`config.mk`:
```
export PLATFORM = sky130hd
export DESIGN_NAME = kiss_frame_deframer
export DESIGN_NICKNAME = d
export VERILOG_FILES = /design/src/rtl/kfd_pkg.sv /design/src/rtl/kfd_step.sv /design/src/rtl/kiss_frame_deframer.sv
export VERILOG_INCLUDE_DIRS = /design/src /design/src/rtl
export SDC_FILE = /design/constraint.sdc
export NUM_CORES = 1
export LEC_CHECK = 0
export ABC_AREA = 1
export BUFFER_PORTS_ARGS = -buffer_cell sky130_fd_sc_hd__buf_2
export CORE_ASPECT_RATIO = 1.25
export CORE_MARGIN = 2
export CORE_UTILIZATION = 35
export CTS_CLUSTER_DIAMETER = 40
export DETAILED_ROUTE_END_ITERATION = 8
export GPL_ROUTABILITY_DRIVEN = 1
export SLEW_MARGIN = 0
export SYNTH_ARGS = -nofsm -noshare
export SYNTH_HDL_FRONTEND = slang
export SYNTH_HIERARCHICAL = 1
export SYNTH_SLANG_ARGS = --single-unit
```
`constraint.sdc`:
```
create_clock -name i_clk -period 7.54 [get_ports i_clk]
set_input_delay 0.377 -clock i_clk [delete_from_list [all_inputs] [get_ports i_clk]]
set_output_delay 0.377 -clock i_clk [all_outputs]
set_load 0.01 [all_outputs]
```
`src/rtl/assert_macros.svh`:
```
// Assertion macros used by the deframer RTL.
// Depends on nothing; files that assert include it by name.
`ifndef ASSERT_MACROS_SVH
`define ASSERT_MACROS_SVH

// Checked on every rising clock edge outside reset.
`define KFD_ASSERT(label, prop, msg) \
    label: assert property (@(posedge i_clk) disable iff (!i_rst_n) prop) else $error(msg);

// Checked on every rising clock edge, reset included.
`define KFD_ASSERT_ALWAYS(label, prop, msg) \
    label: assert property (@(posedge i_clk) prop) else $error(msg);

`endif

```
`src/rtl/kfd_pkg.sv`:
```
// Package for the KISS frame deframer: codes, sizes, state and result types.
// Used by kfd_step and kiss_frame_deframer; depends on nothing.
package kfd_pkg;

    localparam int BUF_LEN = 512;
    localparam int CNT_W   = $clog2(BUF_LEN);
    localparam int IDX_W   = 9;
    localparam int IDLE_W  = 16;

    localparam logic [CNT_W-1:0]  OVF_LIMIT     = CNT_W'(BUF_LEN - 2);
    localparam logic [IDLE_W-1:0] TIMEOUT_RESET = 16'd2000;
    localparam logic [IDLE_W-1:0] IDLE_MAX      = 16'hFFFF;

    localparam logic [7:0] FEND_CODE  = 8'hC0;
    localparam logic [7:0] FESC_CODE  = 8'hDB;
    localparam logic [7:0] TFEND_CODE = 8'hDC;
    localparam logic [7:0] TFESC_CODE = 8'hDD;
    localparam logic [7:0] RETURN_CODE = 8'hFF;

    localparam logic [3:0] CMD_DATA  = 4'h0;
    localparam logic [3:0] CMD_CFG_B = 4'hB;
    localparam logic [3:0] CMD_CFG_C = 4'hC;
    localparam logic [3:0] CMD_CFG_D = 4'hD;
    localparam logic [3:0] CMD_CFG_F = 4'hF;

    typedef enum logic {
        ITEM_BYTE = 1'b0,
        ITEM_TICK = 1'b1
    } t_item_kind;

    typedef enum logic {
        EVT_BYTE      = 1'b0,
        EVT_FRAME_END = 1'b1
    } t_event_kind;

    typedef enum logic [2:0] {
        CLS_ABORTED     = 3'd0,
        CLS_RETURN      = 3'd1,
        CLS_SHORT       = 3'd2,
        CLS_OTHER_PORT  = 3'd3,
        CLS_DATA        = 3'd4,
        CLS_CONFIG      = 3'd5,
        CLS_UNSUPPORTED = 3'd6
    } t_frame_class;

    typedef struct packed {
        logic              esc;
        logic [CNT_W-1:0]  count;
        logic [IDLE_W-1:0] idle;
        logic [7:0]        first;
    } t_kfd_state;

    typedef struct packed {
        t_event_kind      kind;
        logic             restarted;
        logic [7:0]       data_byte;
        logic [IDX_W-1:0] byte_index;
        logic [IDX_W-1:0] frame_length;
        t_frame_class     frame_class;
        logic [3:0]       kiss_command;
        logic [3:0]       kiss_port;
    } t_kfd_result;

endpackage

```
`src/rtl/kfd_step.sv`:
```
// Per-item decode of the KISS deframer: next state and the result for one item.
// Purely combinational; depends on kfd_pkg.
module kfd_step (
    input  kfd_pkg::t_kfd_state         i_state,
    input  logic [kfd_pkg::IDLE_W-1:0]  i_timeout,
    input  logic                        i_is_tick,
    input  logic [7:0]                  i_rx_byte,
    output kfd_pkg::t_kfd_state         o_state,
    output kfd_pkg::t_kfd_result        o_result,
    output logic                        o_result_valid
);

    logic                        restart;
    logic [kfd_pkg::CNT_W-1:0]   count0;
    logic [7:0]                  unesc;
    logic [3:0]                  cmd_nib;
    logic [3:0]                  port_nib;
    kfd_pkg::t_frame_class       cls;

    assign restart = ((i_state.count != '0) && (i_state.idle > i_timeout))
                     || (i_state.count >= kfd_pkg::OVF_LIMIT);
    assign count0  = restart ? '0 : i_state.count;
    assign cmd_nib  = i_state.first[3:0];
    assign port_nib = i_state.first[7:4];

    always_comb begin
        unesc = i_rx_byte;
        if (i_state.esc) begin
            if (i_rx_byte == kfd_pkg::TFESC_CODE) begin
                unesc = kfd_pkg::FESC_CODE;
            end else if (i_rx_byte == kfd_pkg::TFEND_CODE) begin
                unesc = kfd_pkg::FEND_CODE;
            end
        end
    end

    always_comb begin
        if (i_state.esc) begin
            cls = kfd_pkg::CLS_ABORTED;
        end else if (count0 == kfd_pkg::CNT_W'(1) && i_state.first == kfd_pkg::RETURN_CODE) begin
            cls = kfd_pkg::CLS_RETURN;
        end else if (count0 < kfd_pkg::CNT_W'(2)) begin
            cls = kfd_pkg::CLS_SHORT;
        end else if (port_nib != 4'h0) begin
            cls = kfd_pkg::CLS_OTHER_PORT;
        end else if (cmd_nib == kfd_pkg::CMD_DATA) begin
            cls = kfd_pkg::CLS_DATA;
        end else if (cmd_nib inside {kfd_pkg::CMD_CFG_B, kfd_pkg::CMD_CFG_C,
                                     kfd_pkg::CMD_CFG_D, kfd_pkg::CMD_CFG_F}) begin
            cls = kfd_pkg::CLS_CONFIG;
        end else begin
            cls = kfd_pkg::CLS_UNSUPPORTED;
        end
    end

    always_comb begin
        o_state        = i_state;
        o_result       = '0;
        o_result_valid = 1'b0;
        if (i_is_tick) begin
            if (i_state.idle != kfd_pkg::IDLE_MAX) begin
                o_state.idle = i_state.idle + 1'b1;
            end
        end else begin
            o_result.restarted = restart;
            o_state.count      = count0;
            if (i_rx_byte == kfd_pkg::FEND_CODE) begin
                o_state.count  = '0;
                o_state.esc    = 1'b0;
                o_result_valid = (count0 != '0);
                o_result.kind         = kfd_pkg::EVT_FRAME_END;
                o_result.frame_length = kfd_pkg::IDX_W'(count0);
                o_result.frame_class  = cls;
                o_result.kiss_command = cmd_nib;
                o_result.kiss_port    = port_nib;
            end else if (i_rx_byte == kfd_pkg::FESC_CODE) begin
                o_state.esc = 1'b1;
            end else begin
                o_state.esc   = 1'b0;
                o_state.count = count0 + 1'b1;
                o_state.idle  = '0;
                if (count0 == '0) begin
                    o_state.first = unesc;
                end
                o_result_valid      = 1'b1;
                o_result.kind       = kfd_pkg::EVT_BYTE;
                o_result.data_byte  = unesc;
                o_result.byte_index = kfd_pkg::IDX_W'(count0);
            end
        end
    end

endmodule

```
`src/rtl/kiss_frame_deframer.sv`:
```
// KISS frame deframer top level: handshakes, state and result registers.
// A result appears on the master side in the cycle after its input transfer.
// One item per cycle when not stalled; the single result register refills as it drains.
// Reset (i_rst_n low, synchronous) clears the frame state and the output valid,
// and loads the idle timeout with 2000 ticks.
// Depends on kfd_pkg, kfd_step and assert_macros.svh.
`include "assert_macros.svh"

module kiss_frame_deframer (
    input  logic        i_clk,
    input  logic        i_rst_n,
    input  logic        i_cfg_we,
    input  logic [15:0] i_cfg_wdata,
    input  logic        s_axis_tvalid,
    output logic        s_axis_tready,
    input  logic [7:0]  s_axis_tdata,   // rx_byte
    input  logic        s_axis_tuser,   // command
    output logic        m_axis_tvalid,
    input  logic        m_axis_tready,
    // restarted, decoded_byte, byte_index, frame_length, frame_class,
    // kiss_command, kiss_port, then two zero bits
    output logic [39:0] m_axis_tdata,
    output logic        m_axis_tuser    // event_kind
);

    kfd_pkg::t_kfd_state         r_state;
    kfd_pkg::t_kfd_state         n_state;
    kfd_pkg::t_kfd_result        r_result;
    kfd_pkg::t_kfd_result        n_result;
    logic                        n_result_valid;
    logic                        r_out_valid;
    logic [kfd_pkg::IDLE_W-1:0]  r_timeout;
    logic                        s_fire;

    assign s_axis_tready = !r_out_valid || m_axis_tready;
    assign s_fire        = s_axis_tvalid && s_axis_tready;

    kfd_step u_step (
        .i_state        (r_state),
        .i_timeout      (r_timeout),
        .i_is_tick      (s_axis_tuser == kfd_pkg::ITEM_TICK),
        .i_rx_byte      (s_axis_tdata),
        .o_state        (n_state),
        .o_result       (n_result),
        .o_result_valid (n_result_valid)
    );

    always_ff @(posedge i_clk) begin
        if (!i_rst_n) begin
            r_timeout <= kfd_pkg::TIMEOUT_RESET;
        end else if (i_cfg_we) begin
            r_timeout <= i_cfg_wdata;
        end
    end

    always_ff @(posedge i_clk) begin
        if (!i_rst_n) begin
            r_state     <= '0;
            r_out_valid <= 1'b0;
        end else if (s_fire) begin
            r_state     <= n_state;
            r_out_valid <= n_result_valid;
        end else if (m_axis_tready) begin
            r_out_valid <= 1'b0;
        end
    end

    always_ff @(posedge i_clk) begin
        if (s_fire) begin
            r_result <= n_result;
        end
    end

    assign m_axis_tvalid = r_out_valid;
    assign m_axis_tuser  = r_result.kind;
    assign m_axis_tdata  = {2'b00,
                            r_result.kiss_port,
                            r_result.kiss_command,
                            r_result.frame_class,
                            r_result.frame_length,
                            r_result.byte_index,
                            r_result.data_byte,
                            r_result.restarted};

    `KFD_ASSERT(a_count_bound, r_state.count <= kfd_pkg::OVF_LIMIT, "frame count beyond limit")
    `KFD_ASSERT(a_idle_cleared, (s_fire && s_axis_tuser == kfd_pkg::ITEM_BYTE && s_axis_tdata != kfd_pkg::FEND_CODE && s_axis_tdata != kfd_pkg::FESC_CODE) |=> (r_state.idle == '0 && r_state.count != '0), "stored byte did not clear idle count")
    `KFD_ASSERT(a_end_nonempty, (m_axis_tvalid && m_axis_tuser == kfd_pkg::EVT_FRAME_END) |-> (r_result.frame_length != '0), "empty frame reported")
    `KFD_ASSERT_ALWAYS(a_reset_clear, !i_rst_n |=> (!r_state.esc && r_state.count == '0 && !r_out_valid), "state not cleared by reset")

endmodule

```
==> impl_metrics.toml <==
[min_path]
hp-class = "primary input to register"

[yosys]
synth-seq-cells = 90
synth_ff_type = "dfxtp_1"
synth_area_leaders = "edfxtp_1 (22%), dfxtp_1 (19%), nand2_1 (10%)"
synth_area_leader_cell = "edfxtp_1"
syn_avg_cell_area_um2 = 7.239
synth_area_um2 = 5278
yosysWarnings = 6
synthArstFlopShare_pct = 0
ys_seq_area_share_pct = 41.54
synth_common_cells = "nand2_1 (147), nor2_1 (119), inv_1 (102)"
synthDistinctLibCells = 42
syn_inst = 729
yosysTopAreaCellShare_pct = 22.19
synth_edf_count = 39
yosysMostFrequentCell = "nand2_1"

[grt]
grt_pass1_wl_um = 19300
grt_max_degree = 71
grtUsageTotal_pct = 14.64
grt-ovfl-total = 0
antenna_found_initial = 0
grt_pass1_vias = 4110

[clock_network]
clock_sinks = 90
cts_buffer_depth = 2
clkTransAtPathRegs_ns = 0.07
cts_buffers = 9
ctsResizeCount = 0
holdBufCountCts = 0
clkLatencyLatePin_ns = 0.34
cts_tree = "yes"
postCtsSetupBuffers = 0
h-tree-depth = 3
cts_root_buf = "clkbuf_16"

[die]
die_x_um = 113.8
io-pin-count = 73
coreArea_um2 = 14890
num_rows = 50
initial_core_util_pct = 35.45
die_h_um = 141.3
die_area_um2 = 16080

[sta]
fin_tns_setup_ns = 0
hold_violations = 0
setup_viol = 0
slew-limit-headroom_pct = 20.26
min_period_ns = 2.942
min_period_over_period_pct = 39.02
fin_skew_ns = 0.01149
clock.fmax_mhz = 339.9
slew_viol_final = 0
rsz0062_at_grt = "no"
worstMarginPinSlew_ns = 1.193

[worst_setup_path]
required_ns = 7.78
cp_slowest_stage_delay_ns = 0.45
path_cells = "ha_1 > a21oi_1 > nor2_1 > nor2_1 > nand2_1 > nand2_1 > nand2_1 > nand2_2 > nand2_4 > nor2_2 > ha_1 > nand2_1 > inv_1 > nand4_1 > nor2_1 > a21oi_1 > o21ai_0 > nand2_1 > inv_1 > nand3_1 > nand2_1 > nor2_1"
cp_max_fo = 8
arrival_ns = 3.18
path_common_cell = "nand2_1"
crit_type = "register to register"
endpoint_kind = "register"
cpMaxStageDelayCell = "dfxtp_1"
startpoint_type = "register"

[finish]
final.fill_count = 1577
area_growth_pct = 12.83
postLayoutCellArea_um2 = 5954
antenna_cells = 0
layout-drive-gt1-share_pct = 14.89
nets = 832

[placement]
post_dp_cell_area_um2 = 5660
gp_congestion = 0.8745
port_buffers = 70
hpwl_um = 7993

[drt]
drt_wl_total_um = 11460
first_pass_iters = 5
vias = 4587
ant_nets = 0
route.detailed.drc = 0
routed_via_density = 4.739
drt_iter0_markers = 257
wl_per_cell_um = 11.84

[flow_run]
drv_cap = 0

[power_and_ir_drop]
p_per_area_nw_per_um2 = 204.7
ir_worst_vdd_mv = 0.07574
p_leak_uw = 0.002780

[status]
status = "finished, final reports clean"
stage by stage:
step | worst slack (ns) | hold WS [ns] | instances | power (uW) | util [%]
2_1_floorplan | 3.501 | 0.4289 | 730 | 734.0 | -
3_3_place_gp | 4.596 | 0.4424 | 952 | 785.6 | 38.02
3_5_place_dp | 4.534 | 0.4461 | 952 | 785.9 | 38.02
4_1_cts | 4.603 | 0.2286 | 968 | 1238 | 39.99
5_1_grt | 4.178 | 0.2356 | 968 | 1292 | 39.99
6_report | 4.598 | 0.2403 | 968 | 1219 | 39.99
report_power, final:
group / total [uW] / internal [uW] / switching [uW] / leakage (uW)
sequential: 565 / 541 / 23.9 / 0.000820
combinational: 210 / 74.2 / 136 / 0.00181
clock: 445 / 240 / 204 / 0.000146
path summary, 6_finish.rpt:
| check | endpoint | cells after the start | from | slack (ns) |
|---|---|---|---|---|
| setup / recovery | r_state[28]$_SDFFE_PN0P_ | 22 | r_state[13]$_SDFFE_PN0P_ | 4.60 |
| setup reg to reg | r_state[28]$_SDFFE_PN0P_ | 22 | r_state[13]$_SDFFE_PN0P_ | 4.60 |
| hold / removal | r_timeout[10]$_SDFFE_PN1P_ | 3 | i_cfg_wdata[10] | 0.24 |
| hold reg to reg | r_timeout[10]$_SDFFE_PN1P_ | 2 | r_timeout[10]$_SDFFE_PN1P_ | 0.46 |
layout by cell type (no fill, tap or decap), types with 21 or more instances in the layout:
cell type	count
o21ai_0	24
buf_2	70
nand3_1	69
edfxtp_1	39
nand2_1	147
a21oi_1	54
nor2_1	119
inv_1	102
dfxtp_1	51
ha_1	21
worst max-delay path, delay by kind of cell, from the launching register on:
family          cells  cell delay [ns]
simple gates       15             1.43
fa+ha+maj           2             0.51
flops               1             0.45
compound gates      3             0.35
buf+inv             2             0.11
logic make-up after synthesis:
| logic type | after synthesis | synth area share (%) |
|---|---|---|
| xor+xnor | 3 | 0.4980 |
| compound gates | 91 | 9.152 |
| mux | 1 | 0.1897 |
| other cells | 1 | 0.07106 |
| flops | 90 | 41.54 |
| simple gates | 379 | 31.48 |
| buf+inv | 143 | 12.09 |
| fa+ha+maj | 21 | 4.979 |
registers in the layout, indices dropped and copies added (netlist names):
name,flops
m_axis_tdata,38
r_state,34
m_axis_tuser,1
r_timeout,16
m_axis_tvalid,1
final cells by class:
| class | instances | area [um2] | share of cell area, % |
|---|---|---|---|
| Inverter | 112 | 420.4 | 7.060 |
| Clock buffer | 10 | 239.0 | 4.013 |
| Tap cell | 182 | 227.7 | 3.824 |
| Multi-Input combinational cell | 497 | 2462 | 41.35 |
| Sequential cell | 90 | 2192 | 36.81 |
| Clock inverter | 6 | 55.05 | 0.9246 |
| Timing Repair Buffer | 71 | 357.8 | 6.010 |
routing by layer:
metal	vias up	track usage [%]	part of all wire, %
met4	0	4.108	0.81
met5	-	0	0
met3	8	3.375	4.5
li1	2444	-	-
met2	129	25.28	49
met1	2006	18.30	46
Note: power is estimated with default switching activity, not from simulation.
